$ cat src/hw/rtl/dof_pkg.sv
`timescale 1ns / 1ps
// ----------------------------------------------------------------------------
// dof_pkg
// Shared types, constants and codon helper functions of the ORF finder.
// ----------------------------------------------------------------------------
package dof_pkg;

    localparam int POS_BITS       = 32;
    localparam int OUT_BITS       = 32;
    localparam int CFG_INDEX_BITS = 4;
    localparam int CFG_DATA_BITS  = 32;
    localparam int NUM_FRAMES     = 3;
    localparam int CODON_LEN      = 3;
    localparam int MINUS_END_GAP  = 4;

    localparam int QUEUE_DEPTH    = 2;
    localparam int QUEUE_PTR_BITS = $clog2(QUEUE_DEPTH);
    localparam int QUEUE_CNT_BITS = $clog2(QUEUE_DEPTH + 1);

    localparam logic [CFG_INDEX_BITS-1:0] REG_MINUS_STRAND    = CFG_INDEX_BITS'(0);
    localparam logic [CFG_INDEX_BITS-1:0] REG_SEQUENCE_LENGTH = CFG_INDEX_BITS'(1);

    localparam logic [2:0] CODE_A = 3'd0;
    localparam logic [2:0] CODE_C = 3'd1;
    localparam logic [2:0] CODE_G = 3'd2;
    localparam logic [2:0] CODE_T = 3'd3;
    localparam logic [2:0] CODE_N = 3'd4;

    typedef struct packed {
        logic [7:0] nucleotide;
        logic       start_of_sequence;
    } t_in_beat;

    typedef struct packed {
        logic [OUT_BITS-1:0] orf_start;
        logic [OUT_BITS-1:0] orf_end;
        logic [1:0]          reading_frame;
        logic                strand_minus;
    } t_out_beat;

    typedef struct packed {
        logic                clr;
        logic                stop;
        logic [POS_BITS-1:0] pos;
        logic [1:0]          frame;
    } t_stop_evt;

    function automatic logic [2:0] base_code(input logic [7:0] ch);
        logic [2:0] code;
        case (ch)
            8'h41, 8'h61: code = CODE_A;
            8'h43, 8'h63: code = CODE_C;
            8'h47, 8'h67: code = CODE_G;
            8'h54, 8'h74: code = CODE_T;
            default:      code = CODE_N;
        endcase
        return code;
    endfunction

    // first two bases that fix the amino acid regardless of the third
    function automatic logic fourfold(input logic [1:0] a, input logic [1:0] b);
        logic ff;
        case ({a, b})
            4'b00_01, 4'b01_01, 4'b01_10, 4'b01_11,
            4'b10_01, 4'b10_10, 4'b10_11, 4'b11_01: ff = 1'b1;
            default:                                 ff = 1'b0;
        endcase
        return ff;
    endfunction

    function automatic logic codon_is_stop(input logic [2:0] a, input logic [2:0] b,
                                           input logic [2:0] c);
        logic st;
        if (a[2] || b[2]) begin
            st = 1'b1;
        end else if (c[2]) begin
            st = !fourfold(a[1:0], b[1:0]);
        end else if (a == CODE_T && b == CODE_A && (c == CODE_A || c == CODE_G)) begin
            st = 1'b1;
        end else if (a == CODE_T && b == CODE_G && c == CODE_A) begin
            st = 1'b1;
        end else begin
            st = 1'b0;
        end
        return st;
    endfunction

    function automatic logic [1:0] mod3_inc(input logic [1:0] m);
        logic [1:0] r;
        case (m)
            2'd0:    r = 2'd1;
            2'd1:    r = 2'd2;
            default: r = 2'd0;
        endcase
        return r;
    endfunction

endpackage

$ cat src/hw/rtl/dna_orf_finder.sv
`timescale 1ns / 1ps
// ----------------------------------------------------------------------------
// dna_orf_finder
// Streaming stop-to-stop open reading frame finder, one base per beat.
//
// Input channel: i_in_valid / o_in_stall / i_in_data, one ASCII base a beat;
//   start_of_sequence clears position, codon window and stop history.
// Output channel: o_out_valid / i_out_stall / o_out_data, one ORF a beat.
// Config channel: i_cfg_valid / o_cfg_ready / i_cfg_index / i_cfg_data;
//   index 0 minus_strand, index 1 sequence_length, others ignored.
//   Write only while the block is idle.
// Throughput: one base per cycle while o_in_stall is low. The front decodes and
//   classifies codons, a two-entry event queue feeds the back, which updates
//   per-frame history and fills the output register.
// Path: the event of a stop codon is queued as its closing base is accepted;
//   o_out_valid is registered from the queue head, later behind older events.
// Stall: a stalled output holds its beat and the back stops popping; the front
//   keeps going until the queue fills, then o_in_stall rises. Only stop and restart
//   beats occupy the queue.
// Reset: clears control state, stop history and both config registers; queue entries and output data are not cleared.
// ----------------------------------------------------------------------------
module dna_orf_finder (
    input  logic                              i_clk,
    input  logic                              i_rst_n,
    input  logic                              i_in_valid,
    output logic                              o_in_stall,
    input  dof_pkg::t_in_beat                 i_in_data,
    output logic                              o_out_valid,
    input  logic                              i_out_stall,
    output dof_pkg::t_out_beat                o_out_data,
    input  logic                              i_cfg_valid,
    output logic                              o_cfg_ready,
    input  logic [dof_pkg::CFG_INDEX_BITS-1:0] i_cfg_index,
    input  logic [dof_pkg::CFG_DATA_BITS-1:0]  i_cfg_data
);

    logic                              r_minus_strand;
    logic [dof_pkg::CFG_DATA_BITS-1:0] r_seq_len;
    logic                              push, full, pop, empty;
    dof_pkg::t_stop_evt                push_evt, head;

    assign o_cfg_ready = 1'b1;

    always_ff @(posedge i_clk) begin
        if (!i_rst_n) begin
            r_minus_strand <= 1'b0;
            r_seq_len      <= '0;
        end else if (i_cfg_valid) begin
            case (i_cfg_index)
                dof_pkg::REG_MINUS_STRAND:    r_minus_strand <= i_cfg_data[0];
                dof_pkg::REG_SEQUENCE_LENGTH: r_seq_len      <= i_cfg_data;
                default: ;
            endcase
        end
    end

    dof_front u_front (
        .i_clk        (i_clk),
        .i_rst_n      (i_rst_n),
        .i_in_valid   (i_in_valid),
        .o_in_stall   (o_in_stall),
        .i_in_data    (i_in_data),
        .i_queue_full (full),
        .o_push       (push),
        .o_push_evt   (push_evt)
    );

    dof_queue u_queue (
        .i_clk      (i_clk),
        .i_rst_n    (i_rst_n),
        .i_push     (push),
        .i_push_evt (push_evt),
        .o_full     (full),
        .i_pop      (pop),
        .o_empty    (empty),
        .o_head     (head)
    );

    dof_back u_back (
        .i_clk          (i_clk),
        .i_rst_n        (i_rst_n),
        .i_empty        (empty),
        .i_head         (head),
        .o_pop          (pop),
        .i_minus_strand (r_minus_strand),
        .i_seq_len      (r_seq_len),
        .o_out_valid    (o_out_valid),
        .i_out_stall    (i_out_stall),
        .o_out_data     (o_out_data)
    );

endmodule

$ cat src/hw/rtl/dof_front.sv
`timescale 1ns / 1ps
// ----------------------------------------------------------------------------
// dof_front
// Decodes bases, tracks position and codon window, flags stop codons.
// ----------------------------------------------------------------------------
module dof_front (
    input  logic              i_clk,
    input  logic              i_rst_n,
    input  logic              i_in_valid,
    output logic              o_in_stall,
    input  dof_pkg::t_in_beat i_in_data,
    input  logic              i_queue_full,
    output logic              o_push,
    output dof_pkg::t_stop_evt o_push_evt
);

    logic [dof_pkg::POS_BITS-1:0] r_pos, n_pos, pos_eff;
    logic [1:0]                   r_mod3, n_mod3, mod3_eff;
    logic [2:0]                   r_win0, r_win1, win0_eff, win1_eff;
    logic [2:0]                   code;
    logic                         accept, sos, codon_ok, stop;

    assign o_in_stall = i_queue_full;
    assign accept     = i_in_valid && !i_queue_full;
    assign sos        = i_in_data.start_of_sequence;

    always_comb begin
        pos_eff  = sos ? '0 : r_pos;
        mod3_eff = sos ? 2'd0 : r_mod3;
        win0_eff = sos ? 3'd0 : r_win0;
        win1_eff = sos ? 3'd0 : r_win1;
        code     = dof_pkg::base_code(i_in_data.nucleotide);
        codon_ok = (pos_eff >= dof_pkg::POS_BITS'(2));
        stop     = codon_ok && dof_pkg::codon_is_stop(win1_eff, win0_eff, code);
        n_pos    = pos_eff + dof_pkg::POS_BITS'(1);
        n_mod3   = (pos_eff == '1) ? 2'd0 : dof_pkg::mod3_inc(mod3_eff);
    end

    assign o_push           = accept && (sos || stop);
    assign o_push_evt.clr   = sos;
    assign o_push_evt.stop  = stop;
    assign o_push_evt.pos   = pos_eff - dof_pkg::POS_BITS'(2);
    assign o_push_evt.frame = dof_pkg::mod3_inc(mod3_eff);

    always_ff @(posedge i_clk) begin
        if (!i_rst_n) begin
            r_pos  <= '0;
            r_mod3 <= 2'd0;
            r_win0 <= 3'd0;
            r_win1 <= 3'd0;
        end else if (accept) begin
            r_pos  <= n_pos;
            r_mod3 <= n_mod3;
            r_win0 <= code;
            r_win1 <= win0_eff;
        end
    end

endmodule

$ cat src/hw/rtl/dof_queue.sv
`timescale 1ns / 1ps
// ----------------------------------------------------------------------------
// dof_queue
// Short FIFO of stop and clear events between front and back.
// ----------------------------------------------------------------------------
module dof_queue (
    input  logic               i_clk,
    input  logic               i_rst_n,
    input  logic               i_push,
    input  dof_pkg::t_stop_evt i_push_evt,
    output logic               o_full,
    input  logic               i_pop,
    output logic               o_empty,
    output dof_pkg::t_stop_evt o_head
);

    dof_pkg::t_stop_evt                 r_mem [dof_pkg::QUEUE_DEPTH];
    logic [dof_pkg::QUEUE_PTR_BITS-1:0] r_wr_ptr, r_rd_ptr;
    logic [dof_pkg::QUEUE_CNT_BITS-1:0] r_count;
    logic                               do_push, do_pop;

    assign o_full  = (r_count == dof_pkg::QUEUE_CNT_BITS'(dof_pkg::QUEUE_DEPTH));
    assign o_empty = (r_count == '0);
    assign o_head  = r_mem[r_rd_ptr];
    assign do_push = i_push && !o_full;
    assign do_pop  = i_pop && !o_empty;

    always_ff @(posedge i_clk) begin
        if (do_push) begin
            r_mem[r_wr_ptr] <= i_push_evt;
        end
    end

    always_ff @(posedge i_clk) begin
        if (!i_rst_n) begin
            r_wr_ptr <= '0;
            r_rd_ptr <= '0;
            r_count  <= '0;
        end else begin
            if (do_push) begin
                r_wr_ptr <= (r_wr_ptr == dof_pkg::QUEUE_PTR_BITS'(dof_pkg::QUEUE_DEPTH - 1))
                            ? '0 : r_wr_ptr + dof_pkg::QUEUE_PTR_BITS'(1);
            end
            if (do_pop) begin
                r_rd_ptr <= (r_rd_ptr == dof_pkg::QUEUE_PTR_BITS'(dof_pkg::QUEUE_DEPTH - 1))
                            ? '0 : r_rd_ptr + dof_pkg::QUEUE_PTR_BITS'(1);
            end
            case ({do_push, do_pop})
                2'b10:   r_count <= r_count + dof_pkg::QUEUE_CNT_BITS'(1);
                2'b01:   r_count <= r_count - dof_pkg::QUEUE_CNT_BITS'(1);
                default: r_count <= r_count;
            endcase
        end
    end

endmodule

$ cat src/hw/rtl/dof_back.sv
`timescale 1ns / 1ps
// ----------------------------------------------------------------------------
// dof_back
// Per-frame stop history, ORF gap check, coordinate mapping, output register.
// ----------------------------------------------------------------------------
module dof_back (
    input  logic                             i_clk,
    input  logic                             i_rst_n,
    input  logic                             i_empty,
    input  dof_pkg::t_stop_evt               i_head,
    output logic                             o_pop,
    input  logic                             i_minus_strand,
    input  logic [dof_pkg::CFG_DATA_BITS-1:0] i_seq_len,
    output logic                             o_out_valid,
    input  logic                             i_out_stall,
    output dof_pkg::t_out_beat               o_out_data
);

    localparam int PB = dof_pkg::POS_BITS;

    logic [PB-1:0]      r_last [dof_pkg::NUM_FRAMES];
    logic               r_seen [dof_pkg::NUM_FRAMES];
    logic               r_out_valid;
    dof_pkg::t_out_beat r_out, n_out;

    logic               take, seen_eff, emit;
    logic [PB-1:0]      prev_eff, len_ext, start_pos, end_pos;
    logic [PB:0]        diff;

    assign take = !i_empty && (!r_out_valid || !i_out_stall);
    assign o_pop = take;

    always_comb begin
        seen_eff = i_head.clr ? 1'b0 : r_seen[i_head.frame];
        prev_eff = i_head.clr ? '0 : r_last[i_head.frame];
        diff     = {1'b0, i_head.pos} - {1'b0, prev_eff};
        emit     = i_head.stop && seen_eff && !diff[PB]
                   && (diff[PB-1:0] > PB'(dof_pkg::CODON_LEN));
        len_ext  = PB'(i_seq_len);
        if (i_minus_strand) begin
            start_pos = len_ext - i_head.pos;
            end_pos   = len_ext - prev_eff - PB'(dof_pkg::MINUS_END_GAP);
        end else begin
            start_pos = prev_eff + PB'(dof_pkg::CODON_LEN);
            end_pos   = i_head.pos - PB'(1);
        end
        n_out.orf_start     = dof_pkg::OUT_BITS'(start_pos);
        n_out.orf_end       = dof_pkg::OUT_BITS'(end_pos);
        n_out.reading_frame = i_head.frame;
        n_out.strand_minus  = i_minus_strand;
    end

    always_ff @(posedge i_clk) begin
        if (!i_rst_n) begin
            for (int f = 0; f < dof_pkg::NUM_FRAMES; f++) begin
                r_last[f] <= '0;
                r_seen[f] <= 1'b0;
            end
        end else if (take) begin
            for (int f = 0; f < dof_pkg::NUM_FRAMES; f++) begin
                if (i_head.stop && i_head.frame == 2'(f)) begin
                    r_last[f] <= i_head.pos;
                    r_seen[f] <= 1'b1;
                end else if (i_head.clr) begin
                    r_last[f] <= '0;
                    r_seen[f] <= 1'b0;
                end
            end
        end
    end

    always_ff @(posedge i_clk) begin
        if (!i_rst_n) begin
            r_out_valid <= 1'b0;
        end else if (take) begin
            r_out_valid <= emit;
        end else if (!i_out_stall) begin
            r_out_valid <= 1'b0;
        end
    end

    always_ff @(posedge i_clk) begin
        if (take && emit) begin
            r_out <= n_out;
        end
    end

    assign o_out_valid = r_out_valid;
    assign o_out_data  = r_out;

endmodule

$ cat config.mk
export PLATFORM = sky130hd
export DESIGN_NAME = dna_orf_finder
export DESIGN_NICKNAME = d
export VERILOG_FILES = /design/src/hw/rtl/dof_pkg.sv /design/src/hw/rtl/dna_orf_finder.sv /design/src/hw/rtl/dof_front.sv /design/src/hw/rtl/dof_queue.sv /design/src/hw/rtl/dof_back.sv
export SDC_FILE = /design/constraint.sdc
export NUM_CORES = 1
export LEC_CHECK = 0
export ABC_CLOCK_PERIOD_IN_PS = 17800
export BUFFER_PORTS_ARGS = -buffer_cell sky130_fd_sc_hd__buf_2
export CORE_MARGIN = 2
export CORE_UTILIZATION = 65
export CTS_CLUSTER_SIZE = 30
export DETAILED_ROUTE_END_ITERATION = 16
export PLACE_DENSITY = 0.93
export SYNTH_ARGS = -nofsm -noshare
export SYNTH_HDL_FRONTEND = slang
export SYNTH_SLANG_ARGS = --single-unit
$ cat constraint.sdc
create_clock -name i_clk -period 17.8 [get_ports i_clk]
set_input_delay 2.67 -clock i_clk [delete_from_list [all_inputs] [get_ports i_clk]]
set_output_delay 2.67 -clock i_clk [all_outputs]
set_load 0.1 [all_outputs]
Word level (Yosys, flattened, before mapping)
Memory sizes are Yosys's and may differ from the RTL's. A register that Yosys moved wholly into a read port is not among the register bits. Index checks and enable logic that the tools add are counted.

Add/subtract/negate cells: 12. Magnitude comparators: 2. Equality and inequality tests: 20. Multiplexer cells: 64. Bitwise logic cells: 12. Reduce and logical (&&, ||, !) cells: 40.

Operators by type and width (count): 32-bit 2-to-1 mux (10); 8-bit by 7-bit == test with 1-bit output (second input constant) (8); 32-bit subtractor (2); 1-bit 2-to-1 mux (47); 32-bit by 32-bit subtractor with 33-bit output (1); 32-bit by 1-bit adder with 32-bit output (second input constant) (1); 32-bit by 2-bit adder with 32-bit output (second input constant) (1); 32-bit == test (second input constant) (1); 32-bit by 2-bit >= comparator with 1-bit output (second input constant) (1); 32-bit by 2-bit > comparator with 1-bit output (second input constant) (1); 32-bit by 1-bit subtractor with 32-bit output (second input constant) (1); 32-bit by 2-bit subtractor with 32-bit output (second input constant) (1); 32-bit by 3-bit subtractor with 32-bit output (second input constant) (1); 1-bit logical AND (17); 1-bit OR (12); 3-bit one-hot mux with 4 select lines (1); 3-bit by 2-bit == test with 1-bit output (second input constant) (3); 2-bit one-hot mux with 2 select lines (2); 2-bit OR reduction (4); 2-bit by 1-bit == test with 1-bit output (second input constant) (3); 2-bit == test (second input constant) (3); 1-bit logical NOT (6); 2-bit logical NOT (3); 3-bit logical NOT (2); 11 further kinds (18).

Register bits after elaboration: 145. RAM bits: 171. ROM bits: 16. Bits of input ports: 50. Output and inout port bits: 70. Word-level logic and storage cells: 168. Memories kept: 4.

Memory list: u_back.r_last (depth 3, width 32, read ports 1, clocked after memory_dff 0, wr ports 3, RTL line dof_back.sv:21) `logic [PB-1:0] r_last [dof_pkg::NUM_FRAMES];`; u_queue.r_mem (depth 2, width 36, read ports 1, clocked after memory_dff 1, wr ports 1, RTL line dof_queue.sv:17) `dof_pkg::t_stop_evt r_mem [dof_pkg::QUEUE_DEPTH];`; (no name shown) (depth 16, width 1, read ports 1, clocked after memory_dff 0, wr ports 0, RTL line dof_pkg.sv:63) `case ({a, b})`; u_back.r_seen (depth 3, width 1, read ports 1, clocked after memory_dff 0, wr ports 3, RTL line dof_back.sv:22) `logic r_seen [dof_pkg::NUM_FRAMES];`.

Depth between registers and ports, before layout
Gate-level depths: netlist of run 1.

Depth after elaboration: 15. Mapped depth: 23.

Hierarchy
From an unflattened synthesis of run 1, not the netlist that was laid out.

Cells, all modules: 2414. Area total of the unflattened synthesis: 21648.3 um^2.

By module, submodules not included: dof_back (times used 1, cells an instance 1680, area an instance 14196.1 um^2); dof_front (times used 1, cells an instance 449, area an instance 3254.4 um^2); dof_queue (times used 1, cells an instance 138, area an instance 2824.0 um^2); dna_orf_finder (times used 1, cells an instance 147, area an instance 1373.8 um^2).

Worst setup path before layout of run 1
OpenSTA, ideal clock, no wires.

Path type: reg2reg. From: register with a tool-made name. To: register u_back.r_out (netlist bit u_back.o_out_data[0]) (enable). Library setup time: 0.510 ns. Data arrival time: 7.037 ns. Required time: 17.290 ns. Slack: 10.253 ns. Stages on the path, launching flop included: 24. Buffers on the path: 7. Clock period less this slack: 7.547 ns. Path through: dfxtp_1 buf_6 buf_8 mux2i_1 buf_4 buf_6 buf_6 buf_2 nor2_1 a31oi_1 and2_1 inv_1 ha_1 buf_2 a21o_1 a211oi_1 nand3_1 o211ai_1 o31ai_1 a221o_1 xnor2_1 o31ai_1 nor4_1 a21boi_1.

RTL lines: end signal, assigned (RTL line dof_back.sv:84) `r_out <= n_out;`; end, declared (RTL line dof_back.sv:24) `dof_pkg::t_out_beat r_out, n_out;`.

==> results.py, run 1 <==
metrics = {
    "clocking": {
        "insertion_delay_ps": 540,
        "clock-sinks": 317,
        "cts_buffers": 35,
        "root_buffer": "clkbuf_16",
        "h-tree-depth": 2,
        "cts_hold_buf": 0,
        "cts_setup_buffers": 0,
        "cts_resized": 0,
        "clockBufferDepth": 3,
        "tritoncts": "built",
        "cts.reportedPaths.clkPinSlew_ps": 60,
    },
    "worst_setup_path": {
        "critical_path_class": "flip-flop to flip-flop",
        "worst_ep_arrival_time_ps": 7360,
        "cp_max_fo": 67,
        "r2r_cells": 18,
        "startpoint_type": "flip-flop",
        "crit_top_cell": "buf_4",
        "critical_path.cell_chain": "buf_4 -> mux2i_4 -> buf_4 -> nor2_1 -> a211oi_1 -> inv_1 -> ha_1 -> a211oi_1 -> o21ai_0 -> a21oi_1 -> o21ai_0 -> nand4b_1 -> mux2_2 -> a2111oi_0 -> nand4_1 -> nor4_1 -> a21boi_4 -> buf_4",
        "r2r_setup_slack_ps": 10600,
        "required_ps": 17960,
        "crit_slowest_cell": "a211oi_1",
        "worst_path_largest_cell_delay_ps": 690,
        "r2r_end": "u_back.o_out_data[41]",
        "worstSetupEndpointType": "flip-flop",
    },
    "drt": {
        "top_layer": "met4",
        "drt-total-wl_um": 58100,
        "drt_iter0_drc": 1869,
        "drtPass1Iterations": 6,
        "wire_per_inst_um": 19.42,
        "wl_met2_um": 27290,
        "via_per_inst": 6.271,
        "drt-met1-wl_um": 22790,
        "wl_met3_um": 5804,
        "route.vias.total": 18760,
        "ant_nets": 0,
        "drc_errors": 0,
    },
    "sta": {
        "max_freq_mhz": 138.9,
        "finalSetupViolCount": 0,
        "worstMarginPinSlew_ps": 1241,
        "fin_setup_tns_ps": 0,
        "relSlewSlack_pct": 17.07,
        "fin_skew_ps": 18.88,
        "fin_hold_ws_ps": 471.4,
        "period_needed_ps": 7202,
        "final_max_slew_viol_count": 0,
        "hold_violations": 0,
        "rsz0062_at_grt": "false",
        "finalCritPeriodShare_pct": 40.46,
    },
    "cells_and_area": {
        "nFillCells": 2341,
        "syn_to_final_growth_pct": 10.14,
        "layout-drive-gt1-share_pct": 11.26,
        "final_area_sq_um": 23390,
        "nets": 2707,
        "final_util_pct": 72.24,
    },
    "min_path": {
        "min_path_type": "flip-flop to flip-flop",
        "whs_endpoint": "u_back.r_seen[2]",
        "hp-start": "u_back.r_seen[2]",
        "whs_path_depth": 2,
    },
    "yosys": {
        "synthCells": 2436,
        "ys_seq_area_share_pct": 39.55,
        "synth_edf_count": 205,
        "synthArstFlopShare_pct": 0,
        "synth_ff_type": "edfxtp_1",
        "netlist_top_cells_count": "nor2_1, nand2_1, edfxtp_1",
        "avgSynthCellArea_sq_um": 8.717,
        "yosysMostFrequentCell": "nor2_1",
        "yosys.area.top_type": "edfxtp_1",
        "postSynthRegisterBits": 317,
        "yosys_warnings": 0,
        "synthDistinctLibCells": 95,
        "ys_top_cells_by_area": "edfxtp_1, dfxtp_1, ha_1",
        "synth_fp_nets": 2620,
        "synth_top_area_share_pct": 28.99,
        "synth_area_sq_um": 21230,
    },
    "global_routing": {
        "grt_first_pass_wirelength_um": 91160,
        "first_global_vias": 17890,
        "grt_usage_pct": 33.81,
        "antenna_found_initial": 1,
        "grt_max_degree": 110,
        "grt-ovfl-total": 0,
    },
    "die": {
        "core_sq_um": 32370,
        "die_x_um": 184.7,
        "rows": 66,
        "start_util_pct": 65.60,
        "dieArea_sq_um": 34130,
        "ios": 120,
        "die_h_um": 184.7,
    },
    "placed_design": {
        "io_buffers": 117,
        "hpwl_um": 42160,
        "place_area_sq_um": 22230,
        "place_congestion": 0.9873,
    },
    "pwr": {
        "p_total_mw": 3.015,
        "vdd.ir_drop.worst_uv": 83.83,
        "p_leak_nw": 9.090,
        "p_per_area_nw_per_um2": 128.9,
    },
    "run": {
        "drv_cap": 0,
    },
    "run_status": {
        "status": "complete, no violations",
    },
}
## placed cells by master (no fill, tap or decap), types with 55 or more instances in the layout
master | Yosys | final
nor2_1 | 296 | 294
nand2_1 | 284 | 284
edfxtp_1 | 205 | 205
inv_1 | 198 | 198
a21oi_1 | 136 | 136
ha_1 | 131 | 131
buf_2 | 11 | 117
xnor2_1 | 110 | 110
dfxtp_1 | 112 | 110
o21ai_0 | 109 | 107
a31oi_1 | 57 | 57
nand3_1 | 56 | 55
## worst max path at each step
stage	slack (ps)	from	to
detailed placement	10820	flip-flop	u_back.o_out_data[40]
global route	10260	flip-flop	u_back.o_out_data[39]
finish	10600	flip-flop	u_back.o_out_data[41]
CTS	10760	flip-flop	u_back.o_out_data[47]
floorplan	10250	flip-flop	u_back.o_out_data[0]
global placement	10930	flip-flop	u_back.o_out_data[40]
## per-layer routing
layer | global-route usage [%] | vias up
li1 | - | 8726
met1 | 43.90 | 8775
met2 | 56.33 | 1088
met3 | 5.592 | 174
met4 | 13.90 | 0
met5 | 0 | -
## power by group
| part | internal, mW | total, mW | switching [mW] | leakage [nW] |
|---|---|---|---|---|
| Sequential | 0.889 | 0.922 | 0.0329 | 2.80 |
| Clock | 0.423 | 0.731 | 0.308 | 0.565 |
| Combinational | 0.474 | 1.36 | 0.889 | 5.72 |
| Total | 1.79 | 3.02 | 1.23 | 9.09 |
## per-stage QoR
| stage | setup slack, ps | cells |
|---|---|---|
| 6_report | 10600 | 2992 |
| 2_1_floorplan | 10250 | 2436 |
| 5_1_grt | 10260 | 2992 |
| 3_3_place_gp | 10930 | 2928 |
| 4_1_cts | 10760 | 2991 |
| 3_5_place_dp | 10820 | 2928 |
## kinds of logic after synthesis
| family | after synthesis | synth area share, % |
|---|---|---|
| and+or+nand+nor | 906 | 20.02 |
| AOI/OAI and AO/OA | 562 | 17.29 |
| DFF | 317 | 39.55 |
| buffers and inverters | 310 | 5.928 |
| xor gates and xnor gates | 148 | 6.105 |
| adders and majority gates | 134 | 8.002 |
| muxes | 58 | 3.093 |
| other | 1 | 0.01766 |
## sequential cells by signal, indices dropped and copies added, names as in the netlist, 2 cells and up, named ones only
name	flops
u_back.r_seen	3
u_queue.r_count	2
u_back.r_last	96
u_front.r_pos	32
u_front.r_mod3	2
u_front.r_win0	3
r_seq_len	32
u_front.r_win1	3
u_queue.r_mem	72
u_back.o_out_data	67
## final cells by class
class | count | area (sq um) | area share (%)
sequential | 317 | 8403 | 35.93
multi-input combinational | 1809 | 11620 | 49.70
clock inverter | 19 | 217.7 | 0.9309
timing repair buffer | 156 | 878.3 | 3.756
inverter | 204 | 768.2 | 3.285
clock buffer | 44 | 939.7 | 4.018
antenna | 1 | 2.502 | 0.01070
tap | 442 | 553.0 | 2.365
## worst max-delay path: cells and delay by family, from the launching register on
family	cells	cell delay [ps]
AO/OA/AOI/OAI	7	2270
adder cells (fa/ha/maj)	1	420
buffers and inverters	4	1720
flip-flops	1	480
multiplexers	2	720
AND/OR/NAND/NOR	4	1110
Note: power is estimated with default switching activity, not from simulation.
==> run 2, diff against run 1 <==
Settings changed: ABC_CLOCK_PERIOD_IN_PS 17800 to 5800, CORE_UTILIZATION 65 to 57, PLACE_DENSITY 0.93 to 0.87.
Clock period 17.8 ns to 5.8 ns, I/O delays scaled along.
==> run 2 against run 1 <==
  * Die area grew 14%
  * Sequential share of layout area fell by 0.62 points
  * Worst hold slack got worse by 6.5 ps
  * Critical path depth rose by 1
  * Fmax increased by 29%
  * Clock skew fell by 3.0 ps
  * Critical endpoint is now u_back.o_out_data[35]
==> results.py, run 2 (synthesis gave the netlist of run 1 again) <==
metrics = {
    "drt": {
        "drc_errors": 0,
        "route.vias.total": 18530,
        "via_per_inst": 6.045,
        "drt-total-wl_um": 57760,
        "ant_nets": 0,
        "wire_per_inst_um": 18.84,
        "drt_iter0_drc": 1613,
        "drtPass1Iterations": 5,
    },
    "clocking": {
        "tritoncts": "built",
        "cts.reportedPaths.clkPinSlew_ps": 60,
        "root_buffer": "clkbuf_16",
        "cts_setup_buffers": 0,
        "insertion_delay_ps": 550,
        "cts_buffers": 35,
        "h-tree-depth": 2,
        "clock-sinks": 317,
        "clockBufferDepth": 3,
    },
    "global_routing": {
        "first_global_vias": 17700,
        "grt_first_pass_wirelength_um": 90780,
        "grt_max_degree": 111,
        "grt-ovfl-total": 0,
        "antenna_found_initial": 0,
        "grt_usage_pct": 29.58,
    },
    "sta": {
        "worstMarginPinSlew_ps": 1328,
        "hold_violations": 0,
        "period_needed_ps": 5584,
        "rsz0062_at_grt": "false",
        "fin_hold_ws_ps": 464.9,
        "fin_setup_tns_ps": 0,
        "final_max_slew_viol_count": 0,
        "fin_skew_ps": 15.85,
        "max_freq_mhz": 179.1,
        "relSlewSlack_pct": 11.24,
        "fin_ws_ps": 215.8,
        "finalSetupViolCount": 0,
        "finalCritPeriodShare_pct": 96.28,
    },
    "pwr": {
        "p_leak_nw": 9.329,
        "vdd.ir_drop.worst_uv": 239.8,
        "p_per_area_nw_per_um2": 392.3,
    },
    "placed_design": {
        "pre_cts_ws_ps": 280.5,
        "place_congestion": 0.9479,
        "io_buffers": 117,
        "hpwl_um": 43450,
    },
    "die": {
        "core_sq_um": 36610,
        "die_x_um": 197.0,
        "start_util_pct": 58.00,
        "ios": 120,
        "die_h_um": 197.0,
        "rows": 70,
        "dieArea_sq_um": 38810,
    },
    "worst_setup_path": {
        "path_buf_inv": 4,
        "required_ps": 6070,
        "worst_path_largest_cell_delay_ps": 540,
        "worstSetupEndpointType": "flip-flop",
        "cp_top_family": "compound AO/OA/AOI/OAI gates",
        "crit_slowest_cell": "a2111oi_0",
        "worst_ep_arrival_time_ps": 5860,
        "critical_path_class": "flip-flop to flip-flop",
        "critical_path.cell_chain": "nor3b_1 -> nor2_1 -> o221a_2 -> ha_1 -> fa_1 -> xnor2_1 -> a21oi_1 -> o221ai_1 -> a2111oi_0 -> buf_4 -> o2111ai_1 -> a2111oi_0 -> buf_4 -> and4b_1 -> nand4_1 -> nor4_1 -> buf_4 -> a21boi_4 -> buf_12",
        "crit_top_cell": "buf_4",
        "startpoint_type": "flip-flop",
        "cp_max_fo": 45,
    },
    "run": {
        "drv_cap": 0,
    },
    "cells_and_area": {
        "regMostFlops": "u_back.r_last",
        "largest_reg_flops": 96,
        "syn_to_final_growth_pct": 12.11,
        "final_cell_mix": "nor2_1, nand2_1, edfxtp_1, inv_1, a21oi_1",
        "final_common_cell": "nor2_1",
        "nets": 2756,
        "final_util_pct": 65.02,
        "diodes": 0,
        "nFillCells": 2898,
        "layout-drive-gt1-share_pct": 12.82,
    },
    "min_path": {
        "min_path_type": "flip-flop to flip-flop",
        "hp-start": "u_front.r_win1[2]",
    },
    "run_status": {
        "status": "complete, no violations",
    },
}
[run 2: path summary, 6_finish.rpt]
| path | end | slack [ps] | cells after the start |
|---|---|---|---|
| worst max-delay path | u_back.o_out_data[35] | 220 | 19 |
| worst min-delay path | u_front.r_win1[2] | 460 | 2 |
| worst max register to register | u_back.o_out_data[35] | 220 | 19 |
| worst min register to register | u_front.r_win1[2] | 460 | 2 |
[run 2: report_power, final]
group	internal (mW)	total [mW]	switching [mW]
logic	1.59	4.33	2.73
registers	2.73	2.83	0.101
clock network	1.28	2.18	0.906
[run 2: cell type report]
class | count | area, sq um | area share, %
timing repair buffer | 205 | 1296 | 5.445
tap | 468 | 585.6 | 2.460
sequential | 317 | 8406 | 35.31
clock buffer | 46 | 937.1 | 3.937
multi-input combinational | 1809 | 11640 | 48.88
inverter | 204 | 768.2 | 3.227
clock inverter | 16 | 176.4 | 0.7411
[run 2: worst reg2reg max path: stages, from the launching register on]
cell,delay [ps]
dfxtp_4,490
nor3b_1,310
nor2_1,150
o221a_2,310
ha_1,240
fa_1,430
xnor2_1,200
a21oi_1,160
o221ai_1,140
a2111oi_0,540
buf_4,200
o2111ai_1,130
a2111oi_0,490
buf_4,190
and4b_1,210
nand4_1,140
nor4_1,440
buf_4,210
a21boi_4,70
buf_12,190
[run 2: stage by stage]
step | instances | total power, mW | cell area, sq um
3_3_place_gp | 3002 | 6.940 | 22660
2_1_floorplan | 2436 | 5.915 | 21250
4_1_cts | 3064 | 9.257 | 23770
6_report | 3065 | 9.338 | 23810
5_1_grt | 3065 | 9.841 | 23810
3_5_place_dp | 3002 | 7.067 | 22660
[run 2: timing repair]
| action | in CTS | in global routing |
|---|---|---|
| resized for setup | 0 | 3 |
| setup endpoints to repair | 0 | 67 |
| hold buffers | 0 | 0 |
[run 2: layer usage]
layer,track usage (%),routed length [um]
met1,39.77,24420
met2,48.96,26650
met4,10.97,1818
met5,0,0
met3,3.995,4864
